$ cat src/kscu_pkg.sv
// ============================================================================
// kscu_pkg: shared types and constants for colex k-subset unranking
// Field widths, the saturation value of the binomial table, the controller
// state type and the command and status groups between control and datapath.
// ============================================================================
package kscu_pkg;

    localparam int MAX_SET_DEF = 32;
    localparam int K_CAP       = 32;
    localparam int RANK_W      = 30;
    localparam int SIZE_W      = 6;
    localparam int ELEM_W      = 6;
    localparam int JW          = 6;
    localparam int VAL_W       = 31;

    // Binomials are stored saturated at 2**30, which exceeds every rank.
    localparam logic [VAL_W-1:0] SAT_VAL = 31'h4000_0000;

    typedef enum logic [2:0] {
        ST_FILL_RD,
        ST_FILL_WR,
        ST_IDLE,
        ST_ISSUE,
        ST_WALK
    } t_state;

    typedef struct packed {
        logic fill_rd;
        logic fill_wr;
        logic load;
        logic issue;
        logic walk;
    } t_cmd;

    typedef struct packed {
        logic fill_last;
        logic k_zero;
        logic gt;
        logic j_one;
    } t_sts;

endpackage

$ cat src/kscu_ctrl.sv
// ============================================================================
// kscu_ctrl: sequencing controller
// Builds the binomial table after reset, then takes one item at a time and
// steps the datapath through the colex walk until the last element is out.
// ============================================================================
module kscu_ctrl (
    input  logic           i_clk,
    input  logic           i_rst_n,
    input  logic           i_start,
    input  kscu_pkg::t_sts i_sts,
    output kscu_pkg::t_cmd o_cmd,
    output logic           o_busy
);

    import kscu_pkg::*;

    t_state r_state;
    t_state n_state;

    always_ff @(posedge i_clk) begin
        if (!i_rst_n) begin
            r_state <= ST_FILL_RD;
        end else begin
            r_state <= n_state;
        end
    end

    always_comb begin
        n_state = r_state;
        unique case (r_state)
            ST_FILL_RD: begin
                n_state = ST_FILL_WR;
            end
            ST_FILL_WR: begin
                n_state = i_sts.fill_last ? ST_IDLE : ST_FILL_RD;
            end
            ST_IDLE: begin
                if (i_start && !i_sts.k_zero) begin
                    n_state = ST_ISSUE;
                end
            end
            ST_ISSUE: begin
                n_state = ST_WALK;
            end
            ST_WALK: begin
                if (!i_sts.gt && i_sts.j_one) begin
                    n_state = ST_IDLE;
                end
            end
            default: begin
                n_state = ST_IDLE;
            end
        endcase
    end

    always_comb begin
        o_cmd = '0;
        unique case (r_state)
            ST_FILL_RD: o_cmd.fill_rd = 1'b1;
            ST_FILL_WR: o_cmd.fill_wr = 1'b1;
            ST_IDLE:    o_cmd.load    = i_start;
            ST_ISSUE:   o_cmd.issue   = 1'b1;
            ST_WALK:    o_cmd.walk    = 1'b1;
            default:    o_cmd         = '0;
        endcase
    end

    assign o_busy = (r_state != ST_IDLE);

endmodule

$ cat config.mk
export PLATFORM = sky130hd
export DESIGN_NAME = kscu_ctrl
export DESIGN_NICKNAME = d
export VERILOG_FILES = /design/src/kscu_pkg.sv /design/src/kscu_ctrl.sv
export SDC_FILE = /design/constraint.sdc
export NUM_CORES = 1
export LEC_CHECK = 0
export BUFFER_PORTS_ARGS = -buffer_cell sky130_fd_sc_hd__buf_2
export CORE_AREA = 3 3 40 42
export DETAILED_ROUTE_END_ITERATION = 8
export DIE_AREA = 0 0 43 45
export GPL_TIMING_DRIVEN = 0
export PLACE_DENSITY = 0.45
export SYNTH_ARGS = -nofsm -noshare
export SYNTH_HDL_FRONTEND = slang
export SYNTH_SLANG_ARGS = --single-unit
export TNS_END_PERCENT = 50
$ cat constraint.sdc
create_clock -name i_clk -period 0.81 [get_ports i_clk]
set_input_delay 0.081 -clock i_clk [delete_from_list [all_inputs] [get_ports i_clk]]
set_output_delay 0.081 -clock i_clk [all_outputs]
set_load 0.02 [all_outputs]
==> metrics.txt, run 1 <==
Max rail drop VDD=0.498 mV; total power=618 uW; max FFs per register=3; total CTS buffers=3; Syn Inst Count=22; CTS Root Buffer Type=clkbuf_4; antenna cells=0; outcome=complete, but fails checks; Critical Path RT=730 ps; worst reg2reg path endpoint=r_state[2]$_SDFFE_PN0P_; hpwl dp=353 um; largest net degree at the start of global routing=9; Setup TNS=-1680 ps; Clock Path Buffers=2; Fmax=0.933 GHz; final hold violations=0; hold depth=2; Starting Density=0.134; clk_lat worst skew=230 ps; Hold Path Class=primary input to flip-flop; Post-Place Cells=49; synth unique cells=15; # hold bufs at CTS=0; Horiz. Die Dim=43 um; All-Layer GR Usage=0.0707; violated checks=negative setup slack; worst setup path startpoint=r_state[2]$_SDFFE_PN0P_; Final ANT Viol Nets=0; sequential fraction of the synthesis area=0.348; critical-path maximum fanout=6; vias in the first global route=234; Die Height=45 um; Layout fillers=142; final WL=507 um; P_leak=0.000179 uW; critical path arrival=990 ps; DRT Pass-1 Iters=4; ys async rst share=0; startpoint class of the critical path=flip-flop; Seq cells post-synth=3; layout cells sized above 1=0.767; R2R setup slack=-170 ps; largest registers=r_state x3; top_reg_cell synth=dfxtp_1; area delta synth->final=136%; Synth Net Count=29; Setup crit end=o_cmd[2]; Vias=221; Clock H-tree levels=1; Post-synth EDFFs=0; Cell Rows=13; CTS tree=built; fin crit share=1.32; Remaining DRCs=0; RSZ-0062 raised after global routing=yes; Final nets=51; Worst Tran Pin Value=165 ps; first-pass GRT wire length=931 um; most frequent cells in the layout=buf_2, buf_4, buf_6; DR iter-0 viols=2; Finished Cell Area=407 um2; pre-CTS setup slack=-178 ps; Pins Over Slew Limit=0; reg2reg path depth=4; Clock Skews=2.24 ps; Slew HR=0.890; clock sink total=3; CP Capture Type=output port; P per Cell Area=1520 nW/um2; final setup vio count=8; cell area after synthesis=173 um2; worst r2r src=r_state[0]$_SDFFE_PN0P_; IO buf count=12; initial antenna violation count=0; Largest Register=r_state; Yosys warning total=0; Die ar.=1940 um2; Vias/cell=3.81; grt ovf=0; I/O pin count=13; DR WL/cell=8.74 um; final worst slack=-261 ps; minimum clock period=1070 ps; DP Area=283 um2; post-route insts no fill=58; CP Class=flip-flop to output port; max cap viols=0; Mean Syn Cell Area=7.85 um2; area of the core=1280 um2; Worst-path clk slew=40 ps; Final GP Congestion=0.579
==> routing by layer <==
metal | up-vias | routed length [um] | part of all wire | GRT usage
met2 | 12 | 195 | 0.38 | 0.102
met5 | - | 0 | 0 | 0
met3 | 0 | 56 | 0.11 | 0.0398
met1 | 90 | 255 | 0.50 | 0.0769
met4 | 0 | 0 | 0 | 0.0542
li1 | 119 | - | - | -
==> cell families after synthesis <==
logic type             count (synthesis)  share of synthesized area
AND/OR/NAND/NOR                       11                      0.406
AO/OA/AOI/OAI                          5                      0.181
flip-flops                             3                      0.348
buffers and inverters                  3                     0.0652
==> synth_stat cells (2+ instances only) <==
library cell,n,area (um2)
o21ai_0,2,10.0
dfxtp_1,3,60.1
nor3_1,2,10.0
nor2_1,2,7.51
inv_1,3,11.3
==> cell type report <==
cell class              count  area (um2)  area share
multi-input cells          16         148       0.363
repair buffers             17         131       0.323
flip-flops and latches      3        71.3       0.175
clock buffers               4        26.3      0.0646
well taps                  15        18.8      0.0462
inverters                   3        11.3      0.0277
==> where the power goes <==
group          internal, uW  switching [uW]  total [uW]
clock                   185            76.8         261
sequential              159            31.1         190
combinational          89.8            76.7         167
==> timing repair <==
item | in CTS | in global routing
pin swaps | 2 | 2
resized for setup | 18 | 2
setup buffers | 3 | 2
endpoints found under the setup margin | 9 | 9
==> worst max-delay path, stage by stage, from the launching register on <==
cell	delay (ps)
dfxtp_4	350
nor2_4	110
nand2_2	90
nor2_4	90
buf_6	120
==> per-stage QoR <==
stage,utilization,hold WS [ps]
after CTS,0.296,95.0
after floorplan,-,210
after global routing,0.316,120
after detailed placement,0.220,341
after global placement,0.220,331
final,0.316,91.9
==> how the worst min path moves through the flow <==
stage	start	to	slack, ps
after floorplan	i_rst_n	r_state[2]$_SDFFE_PN0P_	210
after global placement	i_rst_n	r_state[2]$_SDFFE_PN0P_	330
after detailed placement	i_rst_n	r_state[2]$_SDFFE_PN0P_	340
after CTS	i_rst_n	r_state[2]$_SDFFE_PN0P_	100
after global routing	i_rst_n	r_state[2]$_SDFFE_PN0P_	120
final	i_rst_n	r_state[2]$_SDFFE_PN0P_	90
Power figures use the tool's default switching activity.
==> run 2: changes to the inputs <==
- CTS_BUF_LIST: default -> sky130_fd_sc_hd__clkbuf_2 sky130_fd_sc_hd__clkbuf_4 sky130_fd_sc_hd__clkbuf_8
==> metrics.txt, run 2 (same netlist as run 1, synthesis figures left out) <==
outcome=complete, but fails checks; violated checks=negative setup slack; Pins Over Slew Limit=0; antenna cells=0; met1 Use GR=0.0793; Final Core Density=0.319; layout cells sized above 1=0.791; hold path startpoint=i_rst_n; CTS Root Buffer Type=clkbuf_4; P per Cell Area=1590 nW/um2; reg2reg path depth=4; Final ANT Viol Nets=0; largest registers=r_state x3; Largest Register=r_state; final hold violations=0; clk_lat worst skew=230 ps; RSZ-0062 raised after global routing=yes; P_leak=0.000183 uW; Die Height=45 um; Die ar.=1940 um2; IO buf count=12; critical-path maximum fanout=6; Clock Skews=2.74 ps; Worst-path clk slew=40 ps; All-Layer GR Usage=0.0715; worst reg2reg path endpoint=r_state[2]$_SDFFE_PN0P_; Slew HR=0.890; pre-CTS setup slack=-178 ps; vias in the first global route=236; post-route insts no fill=58; total power=653 uW; clock sink total=3; area of the core=1280 um2; critical path arrival=990 ps; Clock Path Buffers=2; minimum clock period=1070 ps; Remaining DRCs=0; GRT busiest layer=met2; Vias=222; Cell Rows=13; WHS=97.4 ps; Hold Path Class=primary input to flip-flop; DR iter-0 viols=1; Post-Place Cells=49; Final GP Congestion=0.579; max FFs per register=3; Clock H-tree levels=1; Horiz. Die Dim=43 um; I/O pin count=13; Vias/cell=3.83; hold depth=2; startpoint class of the critical path=flip-flop; Fmax=0.933 GHz; first-pass GRT wire length=952 um; Final nets=51; final setup vio count=8; CP Class=flip-flop to output port; Worst Tran Pin Value=165 ps; R2R setup slack=-170 ps; grt ovf=0; met3 Usage GRT=0.0398; initial antenna violation count=0; CP Capture Type=output port; final WL=515 um; fin crit share=1.32; DR WL/cell=8.88 um; area delta synth->final=138%; total CTS buffers=3; max cap viols=0; CTS tree=built; final worst slack=-262 ps; Max rail drop VDD=0.498 mV; worst r2r src=r_state[0]$_SDFFE_PN0P_; largest net degree at the start of global routing=9; Critical Path RT=730 ps; Starting Density=0.134; Hold Path End=r_state[2]$_SDFFE_PN0P_; met2 Use GR=0.102; hpwl dp=353 um; DRT Pass-1 Iters=3; most frequent cells in the layout=buf_2, buf_4, buf_6
run 2: area by class of cell:
class,instances,area [um2]
Fill cell,140,875
Multi-Input combinational cell,16,148
Timing Repair Buffer,17,131
Sequential cell,3,71.3
Clock buffer,4,30.0
Tap cell,15,18.8
Inverter,3,11.3
run 2: where the power goes:
| group | switching, uW | internal (uW) | total [uW] |
|---|---|---|---|
| combinational | 77.1 | 89.8 | 167 |
| sequential | 31.1 | 159 | 190 |
| clock | 78.0 | 218 | 296 |
| total | 186 | 467 | 653 |
run 2: what timing repair did:
item                                    CTS  global route
hold buffers                              0             0
pin swaps                                 2             2
endpoints found under the setup margin    9             9
gates resized for setup                  18             2
buffers inserted                          3             2
run 2: how the worst max path moves through the flow:
stage | to | depth (start not counted) | startpoint | slack [ps]
floorplan | o_cmd[2] | 3 | r_state[0]$_SDFFE_PN0P_ | -140
global placement | o_cmd[3] | 3 | r_state[0]$_SDFFE_PN0P_ | -160
detailed placement | o_cmd[3] | 3 | r_state[0]$_SDFFE_PN0P_ | -180
CTS | o_cmd[3] | 3 | r_state[0]$_SDFFE_PN0P_ | -280
global route | o_cmd[2] | 4 | r_state[2]$_SDFFE_PN0P_ | -320
finish | o_cmd[2] | 4 | r_state[2]$_SDFFE_PN0P_ | -260
run 2: routing by layer:
metal,share of wire,wire length (um)
met5,0,0
met4,0,0
met3,0.11,56
met2,0.39,203
met1,0.50,255
run 2: worst max-delay path, stage by stage, from the launching register on:
cell and delay [ps]:
dfxtp_4 350, nor2_4 110, nand2_2 90, nor2_4 90, buf_6 120
run 2: stage by stage:
step | TNS, ps | area, um2
2_1_floorplan | -416 | 204
3_3_place_gp | -846 | 283
3_5_place_dp | -940 | 283
4_1_cts | -1760 | 384
5_1_grt | -2120 | 410
6_report | -1690 | 410
